`src/sv/psb_pkg.sv`:
```
// ----------------------------------------------------------------------------
// psb_pkg
// Types and fixed widths shared by the pair-sum bitmap stream modules.
// ----------------------------------------------------------------------------
package psb_pkg;

  localparam int VALUE_W  = 10;
  localparam int TARGET_W = 11;
  localparam int DIFF_W   = TARGET_W + 1;

  // Set tag stored per bitmap entry. Tag zero never matches a live set.
  localparam int EPOCH_W = 6;
  localparam logic [EPOCH_W-1:0] EPOCH_NONE  = '0;
  localparam logic [EPOCH_W-1:0] EPOCH_FIRST = EPOCH_W'(1);
  localparam logic [EPOCH_W-1:0] EPOCH_LAST  = '1;

  localparam int QUEUE_DEPTH = 4;
  localparam int QPTR_W      = $clog2(QUEUE_DEPTH);
  localparam int QCNT_W      = QPTR_W + 1;

  // One classified element on its way from the front to the back.
  typedef struct packed {
    logic [VALUE_W-1:0] value;
    logic [VALUE_W-1:0] partner;
    logic               partner_ok;
    logic               mark_ok;
    logic               last;
  } item_t;

endpackage

```
`src/sv/psb_front.sv`:
```
// ----------------------------------------------------------------------------
// psb_front
// Accepts input elements, holds the target sum and classifies each element.
// ----------------------------------------------------------------------------
module psb_front #(
  parameter int VALUE_RANGE = 1024
) (
  input  logic                          clk,
  input  logic                          rst_n,
  input  logic                          cfg_wr_en,
  input  logic [psb_pkg::TARGET_W-1:0]  cfg_wr_data,
  input  logic                          in_valid,
  output logic                          in_ready,
  input  logic [psb_pkg::VALUE_W-1:0]   in_value,
  input  logic                          in_last_in_set,
  input  logic                          q_full,
  input  logic                          clearing,
  output logic                          push,
  output psb_pkg::item_t                push_item
);

  localparam int MAP_DEPTH = (VALUE_RANGE < (1 << psb_pkg::VALUE_W)) ?
                             VALUE_RANGE : (1 << psb_pkg::VALUE_W);
  localparam logic [psb_pkg::DIFF_W-1:0] DEPTH_LIM = psb_pkg::DIFF_W'(MAP_DEPTH);

  logic [psb_pkg::TARGET_W-1:0] target_r;
  logic [psb_pkg::DIFF_W-1:0]   diff;

  always_ff @(posedge clk) begin
    if (!rst_n) begin
      target_r <= '0;
    end else if (cfg_wr_en) begin
      target_r <= cfg_wr_data;
    end
  end

  // A negative difference sets the top bit and so also fails the range check.
  assign diff     = {1'b0, target_r} - psb_pkg::DIFF_W'(in_value);
  assign in_ready = !q_full && !clearing;
  assign push     = in_valid && in_ready;

  always_comb begin
    push_item.value      = in_value;
    push_item.partner    = diff[psb_pkg::VALUE_W-1:0];
    push_item.partner_ok = diff < DEPTH_LIM;
    push_item.mark_ok    = psb_pkg::DIFF_W'(in_value) < DEPTH_LIM;
    push_item.last       = in_last_in_set;
  end

endmodule

```
`config.mk`:
```
export PLATFORM = sky130hd
export DESIGN_NAME = psb_front
export DESIGN_NICKNAME = d
export VERILOG_FILES = /design/src/sv/psb_pkg.sv /design/src/sv/psb_front.sv
export SDC_FILE = /design/constraint.sdc
export NUM_CORES = 1
export LEC_CHECK = 0
export BUFFER_PORTS_ARGS = -buffer_cell sky130_fd_sc_hd__buf_2
export CAP_MARGIN = 20
export CORE_ASPECT_RATIO = 1.4
export CORE_MARGIN = 2
export CORE_UTILIZATION = 49
export DETAILED_ROUTE_END_ITERATION = 8
export GPL_ROUTABILITY_DRIVEN = 0
export PLACE_DENSITY = 0.95
export SYNTH_ARGS = -nofsm -noshare
export SYNTH_HDL_FRONTEND = slang
export SYNTH_SLANG_ARGS = --single-unit
```
`constraint.sdc`:
```
create_clock -name clk -period 4.7 [get_ports clk]
set_input_delay 0 -clock clk [delete_from_list [all_inputs] [get_ports clk]]
set_output_delay 0 -clock clk [all_outputs]
set_load 0.01 [all_outputs]
```
==> impl_results.html <==
<table>
<tr><th>Metric</th><th>Value</th></tr>
<tr><th colspan="2">Placed design</th></tr>
<tr><td>Number of buffers added on ports</td><td>49</td></tr>
<tr><td>Final HPWL DP</td><td>1862 µm</td></tr>
<tr><td>Number of instances in the placed design</td><td>182</td></tr>
<tr><th colspan="2">Clock network</th></tr>
<tr><td>Worst-skew pair later-pin latency</td><td>0.26 ns</td></tr>
<tr><td>Buffer depth of the longest clock path</td><td>2</td></tr>
<tr><td>TritonCTS clock tree</td><td>built</td></tr>
<tr><td>Post-CTS Repair Setup Buffers</td><td>0</td></tr>
<tr><td># clock sinks</td><td>11</td></tr>
<tr><td>Root buf cell</td><td>sky130_fd_sc_hd__clkbuf_4</td></tr>
<tr><td>Clock slew seen by the registers of the worst setup and hold paths</td><td>0.06 ns</td></tr>
<tr><td>Clock buffers created by TritonCTS</td><td>3</td></tr>
<tr><td>CTS H-tree lvls</td><td>1</td></tr>
<tr><th colspan="2">Routing</th></tr>
<tr><td>Vias</td><td>988</td></tr>
<tr><td>Top routing layer in use</td><td>met4</td></tr>
<tr><td>Post-DR vias/cell</td><td>5.119</td></tr>
<tr><td>Total wire length after detailed routing</td><td>2195 µm</td></tr>
<tr><td>Antenna Nets Post-Route</td><td>0</td></tr>
<tr><td>Remaining design rule violation count</td><td>0</td></tr>
<tr><td>1st-iter DRT viols</td><td>10</td></tr>
<tr><td>Routed wl met2</td><td>1231 µm</td></tr>
<tr><td>Met3 wire length</td><td>110 µm</td></tr>
<tr><td>Pre-antenna DRT Iters</td><td>5</td></tr>
<tr><td>Post-detailed-route wirelength per cell</td><td>11.37 µm</td></tr>
<tr><td>Metal1 wirelength</td><td>825 µm</td></tr>
<tr><th colspan="2">Timing</th></tr>
<tr><td>Sum of negative setup slack</td><td>0 ns</td></tr>
<tr><td>Min cycle time layout</td><td>2.423 ns</td></tr>
<tr><td>Achievable frequency</td><td>412.7 MHz</td></tr>
<tr><td>Number of failing setup endpoints in the final timing report</td><td>0</td></tr>
<tr><td>Number of hold violations in the final report</td><td>0</td></tr>
<tr><td>Final Slew Violations</td><td>0</td></tr>
<tr><td>Share of the clock period used by the worst path</td><td>0.5155</td></tr>
<tr><td>Setup repair after global routing missed its margin</td><td>false</td></tr>
<tr><td>Clock Skew</td><td>0 ns</td></tr>
<tr><th colspan="2">Worst setup path</th></tr>
<tr><td>Critical path data arrival time</td><td>2.42 ns</td></tr>
<tr><td>Endpoint class of the critical path</td><td>primary output</td></tr>
<tr><td>Classification of the worst setup path</td><td>flop to primary output</td></tr>
<tr><td>Data required, critical path</td><td>4.70 ns</td></tr>
<tr><td>Worst-path maximum fanout</td><td>3</td></tr>
<tr><td>Critical Path Source Type</td><td>flop</td></tr>
<tr><th colspan="2">Yosys</th></tr>
<tr><td>Commonest register cell after synthesis</td><td>sky130_fd_sc_hd__dfxtp_1</td></tr>
<tr><td>Number of register bits inferred by synthesis</td><td>11</td></tr>
<tr><td>Netlist area before placement</td><td>0.001041 mm²</td></tr>
<tr><td>Mean cell area of the mapped netlist</td><td>8.133 µm²</td></tr>
<tr><td>Count of cell types in the netlist</td><td>35</td></tr>
<tr><td>Part of the Yosys area used for sequential elements</td><td>0.2115</td></tr>
<tr><td>Post-synthesis net count</td><td>167</td></tr>
<tr><td>Post-synth EDFFs</td><td>0</td></tr>
<tr><td>Post-synth ARST share</td><td>0</td></tr>
<tr><td>Yosys warns</td><td>0</td></tr>
<tr><td>Post-synthesis cell count</td><td>128</td></tr>
<tr><th colspan="2">GRT</th></tr>
<tr><td>Maximum number of pins on one net before global-route repair</td><td>12</td></tr>
<tr><td>Via count of the first global-routing pass</td><td>953</td></tr>
<tr><td>Global-route congestion overflow total</td><td>0</td></tr>
<tr><td>Global router's overall resource usage</td><td>0.1848</td></tr>
<tr><td>First-pass GRT wire length</td><td>3677 µm</td></tr>
<tr><td>Number of antenna violations at the first check in global routing</td><td>0</td></tr>
<tr><th colspan="2">Floorplanning</th></tr>
<tr><td>Top-Level Pins</td><td>53</td></tr>
<tr><td>Initial Utilization</td><td>0.5213</td></tr>
<tr><td>Row Count</td><td>19</td></tr>
<tr><td>Die H</td><td>58.54 µm</td></tr>
<tr><td>Placeable core region</td><td>0.001997 mm²</td></tr>
<tr><td>Die Outline Area</td><td>0.002514 mm²</td></tr>
<tr><td>Width of the die</td><td>42.96 µm</td></tr>
<tr><th colspan="2">Pwr</th></tr>
<tr><td>Portion of total power attributed to sequential cells</td><td>0.352</td></tr>
<tr><td>Net Sw Power</td><td>97.26 µW</td></tr>
<tr><td>Net Sw Frac</td><td>0.3340</td></tr>
<tr><td>Maximum resistive drop on vdd</td><td>0.1757 mV</td></tr>
<tr><td>Portion of total power attributed to combinational logic</td><td>0.438</td></tr>
<tr><td>Relative contribution of the clock network to total power</td><td>0.210</td></tr>
<tr><td>Static Leakage</td><td>0.0006914 µW</td></tr>
<tr><td>Power Density</td><td>223.6 mW/mm²</td></tr>
<tr><td>Internal Pwr Total</td><td>194.0 µW</td></tr>
<tr><th colspan="2">Final layout</th></tr>
<tr><td>Final core occ</td><td>0.6523</td></tr>
<tr><td>Registers with the highest flip-flop counts</td><td>target_r: 11 flops</td></tr>
<tr><td>Final net count</td><td>212</td></tr>
<tr><td>Layout cells sized above 1</td><td>0.3256</td></tr>
<tr><td>Number of diodes</td><td>0</td></tr>
<tr><td>Post-Layout Cell Count</td><td>193</td></tr>
<tr><td>Largest register FFs</td><td>11</td></tr>
<tr><td>Relative area change from synthesis to final layout</td><td>25.12%</td></tr>
<tr><td>Fillcell total</td><td>172</td></tr>
<tr><td>Register with the highest flop count</td><td>target_r</td></tr>
<tr><td>Register area</td><td>220.2 µm²</td></tr>
<tr><td>Area used by multi-input combinational logic</td><td>654.4 µm²</td></tr>
<tr><th colspan="2">Min path</th></tr>
<tr><td>HP Class</td><td>input port to primary output</td></tr>
<tr><th colspan="2">Flow run</th></tr>
<tr><td># Max-Cap Violations</td><td>0</td></tr>
<tr><th colspan="2">Outcome</th></tr>
<tr><td>Outcome</td><td>finished clean</td></tr>
</table>
==> path summary, 6_finish.rpt <==
check	start	end	slack (ns)	cells past startpoint
worst min register to register	target_r[9]$_SDFFE_PN0P_	target_r[9]$_SDFFE_PN0P_	0.53	2
worst min-delay path	in_last_in_set	push_item[0]	0.00002	0
worst max register to register	target_r[10]$_SDFFE_PN0P_	target_r[10]$_SDFFE_PN0P_	4.05	2
worst max-delay path	target_r[0]$_SDFFE_PN0P_	push_item[11]	2.28	9
==> logic make-up after synthesis <==
family | Yosys count | synth area share
adders and majority gates | 11 | 0.1394
other | 1 | 0.003602
buffers and inverters | 32 | 0.1599
and+or+nand+nor | 33 | 0.1767
AOI/OAI and AO/OA | 23 | 0.1526
DFF | 11 | 0.2115
muxes | 11 | 0.1058
xor gates and xnor gates | 6 | 0.05048
==> worst max-delay path, stage by stage (launching register included) <==
cell and delay [ns]:
sky130_fd_sc_hd__dfxtp_1 0.33, sky130_fd_sc_hd__inv_1 0.05, sky130_fd_sc_hd__ha_1 0.19, sky130_fd_sc_hd__fa_1 0.41, sky130_fd_sc_hd__and2b_4 0.28, sky130_fd_sc_hd__o2111ai_2 0.15, sky130_fd_sc_hd__a21boi_2 0.23, sky130_fd_sc_hd__nor4_1 0.07
sky130_fd_sc_hd__a311o_1 0.32, sky130_fd_sc_hd__buf_2 0.14
==> layer usage <==
layer,vias up,global-route usage
met1,445,0.2106
met5,-,0
li1,506,-
met4,0,0.07792
met3,4,0.009202
met2,33,0.3506
==> cells in the final DEF, fill, tap and decap left out, types with 2 or more instances in the layout <==
cell	netlist	layout
sky130_fd_sc_hd__nand2b_1	2	2
sky130_fd_sc_hd__dfxtp_1	11	11
sky130_fd_sc_hd__clkbuf_4	0	3
sky130_fd_sc_hd__a21oi_1	8	8
sky130_fd_sc_hd__dlygate4sd3_1	0	7
sky130_fd_sc_hd__inv_1	16	16
sky130_fd_sc_hd__o21a_1	2	2
sky130_fd_sc_hd__nor2b_1	11	11
sky130_fd_sc_hd__ha_1	10	10
sky130_fd_sc_hd__xnor2_1	6	6
sky130_fd_sc_hd__mux2i_1	11	11
sky130_fd_sc_hd__nand4_1	2	2
sky130_fd_sc_hd__nand2_1	3	3
sky130_fd_sc_hd__o211ai_1	2	2
sky130_fd_sc_hd__o21ai_0	3	3
sky130_fd_sc_hd__nor2_1	7	7
sky130_fd_sc_hd__buf_2	1	49
==> what timing repair did <==
| action | in CTS | in global routing |
|---|---|---|
| resized for setup | 0 | 0 |
| hold buffers | 7 | 0 |
| endpoints found under the hold margin | 7 | 0 |
==> through the flow <==
step,hold WS [ns],setup WS (ns),total power (µW),instance area [µm²]
final,0.00002186,2.277,291.2,1303
after global routing,0.00007752,2.114,312.4,1303
after CTS,0.00006862,2.261,294.7,1303
after detailed placement,0.00006862,2.552,228.3,1206
after global placement,0.00006862,2.647,223.3,1206
after floorplan,0.04747,2.804,191.6,1041
==> area by class of cell <==
class                      count  area share
multi-input combinational     85      0.5024
timing repair buffer          56      0.2421
sequential                    11      0.1691
inverter                      16     0.04611
clock buffer                   4     0.02017
tap                           21     0.02017
==> cells in the mapped netlist, types with 2 or more instances <==
master                     instances  area (µm²)
sky130_fd_sc_hd__a21oi_1           8       40.04
sky130_fd_sc_hd__buf_4            12       90.09
sky130_fd_sc_hd__clkbuf_1          3       11.26
sky130_fd_sc_hd__dfxtp_1          11       220.2
sky130_fd_sc_hd__ha_1             10       125.1
sky130_fd_sc_hd__inv_1            16       60.06
sky130_fd_sc_hd__mux2i_1          11       110.1
sky130_fd_sc_hd__nand2_1           3       11.26
sky130_fd_sc_hd__nand2b_1          2       12.51
sky130_fd_sc_hd__nand4_1           2       12.51
sky130_fd_sc_hd__nor2_1            7       26.28
sky130_fd_sc_hd__nor2b_1          11       68.82
sky130_fd_sc_hd__o211ai_1          2       15.01
sky130_fd_sc_hd__o21a_1            2       15.01
sky130_fd_sc_hd__o21ai_0           3       15.01
sky130_fd_sc_hd__xnor2_1           6       52.55
==> power by group through the flow <==
stage | registers (µW) | clock network [µW] | logic (µW)
floorplan | 103 | 0 | 88.3
global placement | 104 | 0 | 119
detailed placement | 105 | 0 | 124
CTS | 102 | 63.9 | 128
global route | 103 | 67.8 | 141
finish | 103 | 61.2 | 128
Note: power is estimated with default switching activity, not from simulation.
