### config.mk
export PLATFORM = sky130hd
export DESIGN_NAME = psb_fifo
export DESIGN_NICKNAME = d
export VERILOG_FILES = /design/src/sv/psb_pkg.sv /design/src/sv/psb_fifo.sv
export SDC_FILE = /design/constraint.sdc
export NUM_CORES = 1
export LEC_CHECK = 0
export BUFFER_PORTS_ARGS = -buffer_cell sky130_fd_sc_hd__buf_2
export CAP_MARGIN = 30
export CORE_AREA = 2 2 81 102
export CTS_CLUSTER_DIAMETER = 100
export DETAILED_ROUTE_END_ITERATION = 16
export DIE_AREA = 0 0 83 104
export PLACE_DENSITY = 0.72
export SLEW_MARGIN = 20
export SYNTH_ARGS = -nofsm -noshare
export SYNTH_HDL_FRONTEND = slang
export SYNTH_SLANG_ARGS = --single-unit
### constraint.sdc
create_clock -name clk -period 1.37 [get_ports clk]
set_input_delay 0.137 -clock clk [delete_from_list [all_inputs] [get_ports clk]]
set_output_delay 0.137 -clock clk [all_outputs]
set_load 0.02 [all_outputs]
### src/sv/psb_pkg.sv
// ----------------------------------------------------------------------------
// psb_pkg
// Types and fixed widths shared by the pair-sum bitmap stream modules.
// ----------------------------------------------------------------------------
package psb_pkg;

  localparam int VALUE_W  = 10;
  localparam int TARGET_W = 11;
  localparam int DIFF_W   = TARGET_W + 1;

  // Set tag stored per bitmap entry. Tag zero never matches a live set.
  localparam int EPOCH_W = 6;
  localparam logic [EPOCH_W-1:0] EPOCH_NONE  = '0;
  localparam logic [EPOCH_W-1:0] EPOCH_FIRST = EPOCH_W'(1);
  localparam logic [EPOCH_W-1:0] EPOCH_LAST  = '1;

  localparam int QUEUE_DEPTH = 4;
  localparam int QPTR_W      = $clog2(QUEUE_DEPTH);
  localparam int QCNT_W      = QPTR_W + 1;

  // One classified element on its way from the front to the back.
  typedef struct packed {
    logic [VALUE_W-1:0] value;
    logic [VALUE_W-1:0] partner;
    logic               partner_ok;
    logic               mark_ok;
    logic               last;
  } item_t;

endpackage

### src/sv/psb_fifo.sv
// ----------------------------------------------------------------------------
// psb_fifo
// Short queue of classified elements between the front and the back.
// ----------------------------------------------------------------------------
module psb_fifo (
  input  logic           clk,
  input  logic           rst_n,
  input  logic           push,
  input  psb_pkg::item_t push_item,
  output logic           full,
  input  logic           pop,
  output logic           q_valid,
  output psb_pkg::item_t q_item
);

  psb_pkg::item_t              slots_r [psb_pkg::QUEUE_DEPTH];
  logic [psb_pkg::QPTR_W-1:0]  wr_ptr_r;
  logic [psb_pkg::QPTR_W-1:0]  rd_ptr_r;
  logic [psb_pkg::QCNT_W-1:0]  count_r;
  logic [psb_pkg::QCNT_W-1:0]  count_nxt;

  assign full    = count_r == psb_pkg::QCNT_W'(psb_pkg::QUEUE_DEPTH);
  assign q_valid = count_r != '0;
  assign q_item  = slots_r[rd_ptr_r];

  always_comb begin
    count_nxt = count_r;
    if (push && !pop) begin
      count_nxt = count_r + psb_pkg::QCNT_W'(1);
    end else if (pop && !push) begin
      count_nxt = count_r - psb_pkg::QCNT_W'(1);
    end
  end

  always_ff @(posedge clk) begin
    if (!rst_n) begin
      wr_ptr_r <= '0;
      rd_ptr_r <= '0;
      count_r  <= '0;
    end else begin
      if (push) begin
        wr_ptr_r <= wr_ptr_r + psb_pkg::QPTR_W'(1);
      end
      if (pop) begin
        rd_ptr_r <= rd_ptr_r + psb_pkg::QPTR_W'(1);
      end
      count_r <= count_nxt;
    end
  end

  always_ff @(posedge clk) begin
    if (push) begin
      slots_r[wr_ptr_r] <= push_item;
    end
  end

endmodule

==> metrics.yaml, run 1 <==
sta:
  worst_slack_ns: -0.402
  tightest_slew_ns: 0.370
  rsz0062_at_grt: "true"
  timing.hold.ws_ns: 0.0126
  hold_violations: 0
  post-route-period-util_pct: 129
  clock_skew_ns: 0.00435
  finalSetupViolations: 26
  clock.fmax_ghz: 0.564
  relSlewSlack_pct: 75.4
  slew_violations: 0
  min_period_ns: 1.77
logic_synthesis:
  yosysMostFrequentCell: "edfxtp_1"
  ys_ff_latch: 101
  avgSynthCellArea_um2: 23.3
  ys_seq_area_share_pct: 77.4
  synth_top_cell_area_share_pct: 72.7
  synth_common_cells: "edfxtp_1 (92), mux4_2 (20), and2_1 (9), dfxtp_1 (9), ha_1 (5)"
  synthTopCellsByArea: "edfxtp_1 (73%), mux4_2 (12%), dfxtp_1 (4.7%)"
  ys.flop_type: "edfxtp_1"
  yosysTopAreaCell: "edfxtp_1"
  synth_cells: 163
  synth_cell_types: 20
  syn_nets: 196
  syn_area_mm2: 0.00380
  yosysWarnings: 0
  synth_edf_count: 92
  ys_async_sr_fraction_pct: 0
pwr:
  total_power_mw: 6.50
  vdd_drop_max_v: 0.000731
  sw_frac_of_total_pct: 23.4
  pwr-share-clk_pct: 27.5
  p_comb_share_pct: 17.3
  p_int_mw: 4.98
  pwr-share-seq_pct: 55.2
  switchingPower_mw: 1.52
  power_density_mw_per_mm2: 1320
  p_leak_nw: 1.74
clocking:
  path_clk_slew_ns: 0.09
  cts_tree: "built"
  clkLatencyLatePin_ns: 0.36
  root_buffer: "clkbuf_8"
  clk_path_buf_depth: 2
  numCtsBuffers: 9
  htreeDepth: 3
  cts_sinks: 101
floorplanning:
  core_mm2: 0.00770
  core.rowCount: 36
  die_w_um: 83
  io_pins: 52
  dieArea_mm2: 0.00863
  start_util_pct: 49.3
  die_h_um: 104
drt:
  ant_nets: 0
  wl_per_cell_um: 17.3
  totalWireLength_um: 6240
  first_pass_iters: 4
  drt_iter0_drc: 118
  num_vias: 1834
  viasPerCell: 5.09
  drc: 0
outcome:
  outcome: "finished, violations left"
  violations: "setup timing"
critical_path:
  path_cells: "clkbuf_16 -> mux4_2 -> buf_6"
  path_max_fanout: 5
  startpoint_type: "flop"
  path_class: "flop to output port"
  slowest_delay_ns: 0.51
  required_ns: 1.23
  cp-end-kind: "output port"
  critPathSlowestCell: "mux4_2"
  cp.arrival_ns: 1.63
hold_path:
  min_path_type: "primary input to flop"
global_route:
  grt_remaining_overflow: 0
  antenna_found_initial: 0
  grt_first_pass_wirelength_um: 9770
  grtUsageTotal_pct: 15.1
  grt_pass1_vias: 1919
  grt_max_degree: 24
cells_and_area:
  fin_nets: 293
  syn_to_final_growth_pct: 29.3
  layout-drive-gt1-share_pct: 44.2
  postLayoutCoreUtil_pct: 63.8
  diodes: 0
  fillerInstances: 523
placement:
  dp_hpwl_um: 3730
  pre_cts_ws_ns: -0.135
  gp_congestion: 0.694
  io_buffers: 51
run:
  cap_violations: 0
-- timing repair --
| action | 4_1_cts | 5_1_grt |
|---|---|---|
| gates resized for setup | 41 | 22 |
| setup buffers | 3 | 0 |
| pin swaps | 2 | 1 |
| gates cloned | 0 | 1 |
| setup endpoints to repair | 94 | 26 |
| hold buffers | 21 | 1 |
| endpoints found under the hold margin | 84 | 4 |
-- state kept, by name, summed over array words and instances (netlist names), named ones only --
signal and cells:
count_r 3, slots_r 92, rd_ptr_r 2, wr_ptr_r 2
-- metal layers --
layer	share of wire, %	global-route usage (%)	vias up
li1	-	-	853
met1	40	18.0	924
met2	54	26.1	51
met3	4.2	4.68	6
met4	1.1	4.92	0
met5	0	0	-
-- layout by cell type (no fill, tap or decap) --
master / Yosys / final
a21boi_1: 0 / 1
and2_1: 9 / 5
and2_2: 0 / 1
and2_4: 0 / 3
buf_12: 2 / 5
buf_2: 2 / 27
buf_4: 0 / 9
buf_6: 1 / 27
bufinv_16: 0 / 1
clkbuf_16: 0 / 1
clkbuf_8: 0 / 9
clkinv_1: 0 / 1
clkinv_2: 0 / 3
clkinvlp_4: 0 / 1
dfxtp_1: 9 / 6
dfxtp_2: 0 / 2
dfxtp_4: 0 / 1
dlygate4sd3_1: 0 / 22
edfxtp_1: 92 / 92
fa_2: 0 / 1
ha_1: 5 / 5
inv_1: 4 / 4
inv_6: 0 / 1
mux2i_1: 2 / 2
mux4_2: 20 / 23
nand2_1: 1 / 1
nor2b_1: 2 / 2
nor3b_2: 0 / 1
o21ai_0: 1 / 1
or3_1: 2 / 1
or3_4: 0 / 1
xnor2_1: 2 / 2
xor2_1: 3 / 3
-- worst max-delay path: cells and delay by family (launching register included) --
family                 cells  cell delay (ns)
flip-flops                 1             0.43
buffers and inverters      2             0.33
multiplexers               1             0.51
-- cell families after synthesis --
logic type | after synthesis | synth area share [%]
buffers and inverters | 9 | 2.01
AOI/OAI and AO/OA | 2 | 0.329
DFF | 101 | 77.4
muxes | 25 | 14.5
adders and majority gates | 6 | 2.17
xor gates and xnor gates | 5 | 1.15
and+or+nand+nor | 15 | 2.44
-- path summary, 6_finish.rpt --
path,startpoint,to,slack [ns],depth (start not counted)
worst max register to register,count_r[1],count_r[2],-0.05,5
worst min-delay path,push_item[17],slots_r[0][17],0.01,1
worst min register to register,count_r[2],count_r[2],0.53,2
worst max-delay path,flop,q_item[17],-0.40,3
-- area by class of cell --
cell class	instances	area (um2)	area share [%]
Sequential cell	101	2950	60.0
Timing Repair Buffer	91	852	17.3
Multi-Input combinational cell	53	791	16.1
Clock buffer	9	124	2.52
Tap cell	95	119	2.42
Clock inverter	7	65.1	1.32
Inverter	4	15.0	0.305
-- power groups by stage --
| stage | clock network (mW) | logic, mW | registers, mW |
|---|---|---|---|
| after detailed placement | 0 | 0.855 | 3.66 |
| after global placement | 0 | 0.846 | 3.65 |
| after floorplan | 0 | 0.552 | 3.64 |
| final | 1.79 | 1.12 | 3.59 |
| after global routing | 1.93 | 1.20 | 3.61 |
| after CTS | 1.81 | 1.05 | 3.59 |
-- through the flow --
step | setup TNS, ns | instance area [um2] | cells
after floorplan | 0 | 3810 | 163
after global placement | -6.35 | 4290 | 318
after detailed placement | -8.96 | 4290 | 318
after CTS | -8.74 | 4810 | 358
after global routing | -10.31 | 4910 | 360
final | -8.72 | 4910 | 360
Note: power is estimated with default switching activity, not from simulation.
==> run 2, diff against run 1 <==
--- a/config.mk
+++ b/config.mk
@@ -5,12 +5,12 @@
 export SDC_FILE = /design/constraint.sdc
 export NUM_CORES = 1
 export LEC_CHECK = 0
-export BUFFER_PORTS_ARGS = -buffer_cell sky130_fd_sc_hd__buf_2
 export CAP_MARGIN = 30
-export CORE_AREA = 2 2 81 102
+export CORE_AREA = 2 2 110 69
 export CTS_CLUSTER_DIAMETER = 100
 export DETAILED_ROUTE_END_ITERATION = 16
-export DIE_AREA = 0 0 83 104
+export DIE_AREA = 0 0 112 71
+export DONT_BUFFER_PORTS = 1
 export PLACE_DENSITY = 0.72
 export SLEW_MARGIN = 20
 export SYNTH_ARGS = -nofsm -noshare
==> run 2 against run 1 <==
The flow still finishes with violations (setup timing). Sequential share of layout area is 3.5 points higher. Largest cell class unchanged. Critical path type unchanged. First-iteration DRC count down 34%. Design area shrank 5.4%. Fmax is 11% higher. Power grew 2.4%. Count of clock-buffer cells in the layout grew 1.
==> metrics.yaml, run 2 (synthesized netlist as in run 1, its figures left out) <==
outcome:
  outcome: "finished, violations left"
  violations: "setup timing"
pwr:
  total_power_mw: 6.66  # +2.4%
  pwr-share-seq_pct: 54.0  # -1.2 points
  pwr-share-clk_pct: 33.3  # +5.8 points
  sw_frac_of_total_pct: 22.6  # -0.82 points
  p_leak_nw: 1.54  # -12%
  p_int_mw: 5.16  # +3.5%
  vdd_drop_max_v: 0.000914  # +25%
  power_density_mw_per_mm2: 1430  # +8.3%
  switchingPower_mw: 1.50  # -1.2%
  p_comb_share_pct: 12.7  # -4.6 points
global_route:
  antenna_found_initial: 0  # unchanged
  grtUsageTotal_pct: 16.5  # +1.4 points
  grt_first_pass_wirelength_um: 9510  # -2.7%
  grt_pass1_vias: 1784  # -7.0%
  grt_remaining_overflow: 0  # unchanged
  grt_max_degree: 17  # -29%
placement:
  dp_hpwl_um: 4100  # +9.9%
  dp.cells: 266  # -16%
  io_buffers: 0  # -100%
  gp_congestion: 0.649  # -6.5%
critical_path:
  path_buf_inv: 1  # -1
  cp-end-kind: "output port"
  slowest_delay_ns: 0.59  # +0.08 ns
  cp.arrival_ns: 1.46  # -0.17 ns
  required_ns: 1.23  # about the same
  path_cells: "buf_12 -> mux4_2"
  cp_top_family: "multiplexers"
  critPathSlowestCell: "mux4_2"
  path_max_fanout: 10  # +5
  path_class: "flop to output port"
  startpoint_type: "flop"
sta:
  min_period_ns: 1.60  # -0.175 ns
  worst_slack_ns: -0.227  # +0.175 ns
  timing.hold.ws_ns: 0.00417  # -0.00846 ns
  hold_violations: 0  # unchanged
  post-route-period-util_pct: 117  # -13 points
  rsz0062_at_grt: "true"
  finalSetupViolations: 24  # -7.7%
  clock.fmax_ghz: 0.626  # +11%
  clock_skew_ns: 0.00311  # -0.00125 ns
  tightest_slew_ns: 0.201  # -0.169 ns
  relSlewSlack_pct: 86.2  # +11 points
  slew_violations: 0  # unchanged
drt:
  num_vias: 1665  # -9.2%
  viasPerCell: 5.44  # +6.8%
  wl_per_cell_um: 19.5  # +13%
  totalWireLength_um: 5970  # -4.3%
  first_pass_iters: 4  # unchanged
  ant_nets: 0  # unchanged
  drc: 0  # unchanged
  drt_iter0_drc: 78  # -34%
cells_and_area:
  fillerInstances: 451  # -14%
  postLayoutCoreUtil_pct: 66.1  # +2.3 points
  syn_to_final_growth_pct: 22.3
  layout-drive-gt1-share_pct: 31.2  # -13 points
  top_regs: "slots_r (92), count_r (3)"
  fin_nets: 244  # -17%
  largest_reg_flops: 92  # unchanged
  finalNonFillerCells: 306  # -15%
  diodes: 0  # unchanged
  largest_register: "slots_r"
  mostFrequentLayoutCells: "edfxtp_1 (92), dlygate4sd3_1 (24), mux4_2 (23)"
  layout_commonest_cell: "edfxtp_1"
  regArea_mm2: 0.00295  # +0.13%
  multiInputGateArea_um2: 795  # +0.47%
clocking:
  cts_tree: "built"
  clk_path_buf_depth: 2  # unchanged
  cts_sinks: 101  # unchanged
  path_clk_slew_ns: 0.06  # -0.03 ns
  root_buffer: "clkbuf_16"
  numCtsBuffers: 9  # unchanged
  clkLatencyLatePin_ns: 0.33  # -0.03 ns
  htreeDepth: 3  # unchanged
floorplanning:
  core.rowCount: 24  # -33%
  die_h_um: 71  # -32%
  io_pins: 52  # unchanged
  start_util_pct: 54.1  # +4.7 points
  dieArea_mm2: 0.00795  # -7.9%
  die_w_um: 112  # +35%
  core_mm2: 0.00703  # -8.8%
run:
  cap_violations: 0  # unchanged
hold_path:
  min_path_type: "primary input to flop"
[run 2: power groups by stage]
stage	logic [mW]	clock network [mW]	registers [mW]
finish	0.848	2.22	3.60
global route	0.904	2.41	3.61
CTS	0.855	2.27	3.60
detailed placement	0.724	0	3.66
global placement	0.701	0	3.64
floorplan	0.552	0	3.64
[run 2: metrics by stage]
step / worst slack (ns) / area (um2) / setup TNS, ns
2_1_floorplan: 0.00911 / 3810 / 0
3_3_place_gp: 0.0311 / 4090 / 0
3_5_place_dp: -0.115 / 4090 / -0.115
4_1_cts: -0.249 / 4640 / -5.42
5_1_grt: -0.271 / 4650 / -5.94
6_report: -0.227 / 4650 / -4.89
[run 2: area by class of cell]
| type | count | share of cell area, % |
|---|---|---|
| Inverter | 4 | 0.323 |
| Clock inverter | 5 | 0.808 |
| Tap cell | 91 | 2.45 |
| Multi-Input combinational cell | 53 | 17.1 |
| Sequential cell | 101 | 63.5 |
| Clock buffer | 10 | 4.93 |
| Timing Repair Buffer | 42 | 10.9 |
[run 2: path summary, 6_finish.rpt]
kind                                  from           to  slack (ns)  cells past startpoint
worst max-delay path                  flop   q_item[17]       -0.23                      2
worst min-delay path                  push  wr_ptr_r[1]       0.004                      2
worst max register to register  count_r[1]   count_r[2]       -0.03                      4
worst min register to register  count_r[2]   count_r[2]        0.53                      2
[run 2: layer usage]
| layer | GRT usage (%) | vias up | share of wire (%) |
|---|---|---|---|
| met5 | 0 | - | 0 |
| met4 | 5.28 | 0 | 1.3 |
| met3 | 6.43 | 10 | 6.8 |
| met2 | 26.4 | 44 | 49 |
| met1 | 21.3 | 850 | 42 |
| li1 | - | 761 | - |
[run 2: what timing repair did]
| item | in CTS | in global routing |
|---|---|---|
| setup buffers | 1 | 0 |
| resized for setup | 17 | 2 |
| endpoints found under the setup margin | 26 | 68 |
| hold endpoints to repair | 101 | 0 |
| hold buffers | 24 | 0 |
| pin swaps | 3 | 3 |
==> run 3, diff against run 2 <==
==> constraint.sdc (replaced) <==
create_clock -name clk -period 1.37 [get_ports clk]
set_input_delay 0.137 -clock clk [delete_from_list [all_inputs] [get_ports clk]]
set_output_delay 0.137 -clock clk [all_outputs]
set_load 0.01 [all_outputs]
==> run 3 against run 2 <==
The flow still finishes with violations (setup timing). Via count fell by 0.66%. Highest routed layer unchanged. Critical endpoint is now q_item[0]. Sequential share of layout area down 0.32 points. First-iteration DRC count down 10%. Largest power group unchanged. Critical path type unchanged. Largest cell class unchanged.
==> metrics.yaml, run 3 (synthesized netlist as in run 1, its figures left out) <==
cells_and_area:
  mostFrequentLayoutCells: "edfxtp_1 (92), dlygate4sd3_1 (24), mux4_2 (23)"
  top_regs: "slots_r (92), count_r (3)"
  fin_nets: 243  # -0.41%
  diodes: 0  # unchanged
  layout-drive-gt1-share_pct: 30.2  # -0.93 points
  largest_reg_flops: 92  # unchanged
  layout_commonest_cell: "edfxtp_1"
  largest_register: "slots_r"
  syn_to_final_growth_pct: 22.9
  fillerInstances: 459  # +1.8%
sta:
  min_period_ns: 1.59  # -0.0108 ns
  post-route-period-util_pct: 116  # -0.79 points
  worst_slack_ns: -0.216  # +0.0108 ns
  clock.fmax_ghz: 0.631  # +0.68%
  relSlewSlack_pct: 80.8  # -5.4 points
  finalSetupViolations: 24  # unchanged
  clock_skew_ns: 0.00694  # +0.00384 ns
  timing.hold.ws_ns: 0.00536  # +0.00119 ns
  rsz0062_at_grt: "true"
  tightest_slew_ns: 0.287  # +0.0861 ns
  hold_violations: 0  # unchanged
  slew_violations: 0  # unchanged
pwr:
  switchingPower_mw: 1.44  # -4.4%
  sw_frac_of_total_pct: 21.2  # -1.4 points
  power_density_mw_per_mm2: 1450  # +1.4%
  vdd_drop_max_v: 0.00102  # +12%
  p_comb_share_pct: 11.2  # -1.5 points
  pwr-share-seq_pct: 53.0  # -1.0 points
  total_power_mw: 6.79  # +1.9%
  pwr-share-clk_pct: 35.8  # +2.5 points
  p_leak_nw: 1.55  # +0.67%
  p_int_mw: 5.35  # +3.7%
critical_path:
  cp-end-kind: "output port"
  cp.arrival_ns: 1.45  # about the same
  path_class: "flop to output port"
  cp-endpoint: "q_item[0]"
  path_max_fanout: 9  # -1
  worstReg2RegEnd: "count_r[2]"
  startpoint_type: "flop"
  reg2regPathDepth: 4  # unchanged
  r2r-start: "count_r[0]"
  reg2reg_slack_ns: -0.04  # about the same
  required_ns: 1.23  # about the same
floorplanning:
  core_mm2: 0.00703  # unchanged
  die_w_um: 112  # unchanged
  start_util_pct: 54.1  # unchanged
  io_pins: 52  # unchanged
  core.rowCount: 24  # unchanged
  die_h_um: 71  # unchanged
  dieArea_mm2: 0.00795  # unchanged
drt:
  totalWireLength_um: 6260  # +4.8%
  viasPerCell: 5.41  # -0.66%
  drt_iter0_drc: 70  # -10%
  wl_per_cell_um: 20.5  # +4.8%
  num_vias: 1654  # -0.66%
  ant_nets: 0  # unchanged
  first_pass_iters: 4  # unchanged
  drc: 0  # unchanged
clocking:
  path_clk_slew_ns: 0.06  # about the same
  root_buffer: "clkbuf_16"
  numCtsBuffers: 9  # unchanged
  clkLatencyLatePin_ns: 0.33  # about the same
  clk_path_buf_depth: 2  # unchanged
  cts_tree: "built"
  cts_sinks: 101  # unchanged
  htreeDepth: 3  # unchanged
outcome:
  outcome: "finished, violations left"
  violations: "setup timing"
global_route:
  grt_first_pass_wirelength_um: 9740  # +2.4%
  grt_pass1_vias: 1803  # +1.1%
  grt_max_degree: 17  # unchanged
  grt_remaining_overflow: 0  # unchanged
  antenna_found_initial: 0  # unchanged
  grtUsageTotal_pct: 17.1  # +0.61 points
placement:
  io_buffers: 0  # unchanged
  pre_cts_ws_ns: -0.135  # -0.0196 ns
  gp_congestion: 0.649  # unchanged
  dp_hpwl_um: 4240  # +3.4%
hold_path:
  min_path_type: "primary input to flop"
run:
  cap_violations: 0  # unchanged
## run 3: cell types whose count changed in the layout (fill, tap and decap cells not counted)
| cell | before | now |
|---|---|---|
| clkbuf_1 | 1 | 2 |
| buf_6 | 1 | 2 |
| dfxtp_2 | 2 | 1 |
| buf_4 | 7 | 5 |
| bufinv_16 | 0 | 1 |
| clkinvlp_4 | 2 | 1 |
| dfxtp_1 | 5 | 6 |
## run 3: power groups by stage
stage          logic, mW  clock network (mW)  registers, mW
2_1_floorplan      0.457                   0           3.64
3_3_place_gp       0.603                   0           3.64
3_5_place_dp       0.637                   0           3.66
4_1_cts            0.748                2.47           3.60
5_1_grt            0.823                2.62           3.60
6_report           0.763                2.43           3.59
## run 3: final cells by class
cell class | count | area (um2) | share of cell area, %
clock buffer | 11 | 233 | 4.99
tap | 91 | 114 | 2.44
sequential | 101 | 2950 | 63.2
timing repair buffer | 41 | 500 | 10.7
multi-input combinational | 53 | 795 | 17.0
inverter | 4 | 15.0 | 0.322
clock inverter | 5 | 60.1 | 1.29
## run 3: worst max-delay path, stage by stage (launching register included)
cell and delay, ns:
dfxtp_4 0.39, buf_12 0.15, mux4_2 0.56
## run 3: metrics by stage
stage	util, %	cell area (um2)	setup TNS, ns	instances
global placement	58.1	4080	0	265
detailed placement	58.1	4080	-0.135	265
floorplan	-	3810	0	163
CTS	66.0	4640	-5.11	305
finish	66.4	4670	-4.57	306
global route	66.4	4670	-5.76	306
## run 3: what timing repair did
item	in CTS	in global routing
setup endpoints to repair	26	25
hold endpoints to repair	101	0
buffers inserted	0	1
gates cloned	0	0
pin swaps	3	4
resized for setup	15	4
hold buffers	24	0
## run 3: layer usage
metal  vias up  wire (um)  GRT usage, %
met5         -          0             0
met4         0         51          5.56
met3         8        461          6.86
met2        54       3250          28.6
met1       838       2490          20.8
li1        754          -             -
## run 3: how the worst min path moves through the flow
stage / end / startpoint / depth (start not counted) / slack (ns)
final: wr_ptr_r[1] / push / 2 / 0.005
after floorplan: slots_r[0][0] / push_item[0] / 0 / 0.24
after global placement: slots_r[0][7] / push_item[7] / 0 / 0.24
after detailed placement: slots_r[0][7] / push_item[7] / 0 / 0.24
after CTS: wr_ptr_r[1] / push / 2 / 0.003
after global routing: wr_ptr_r[1] / push / 2 / 0.007
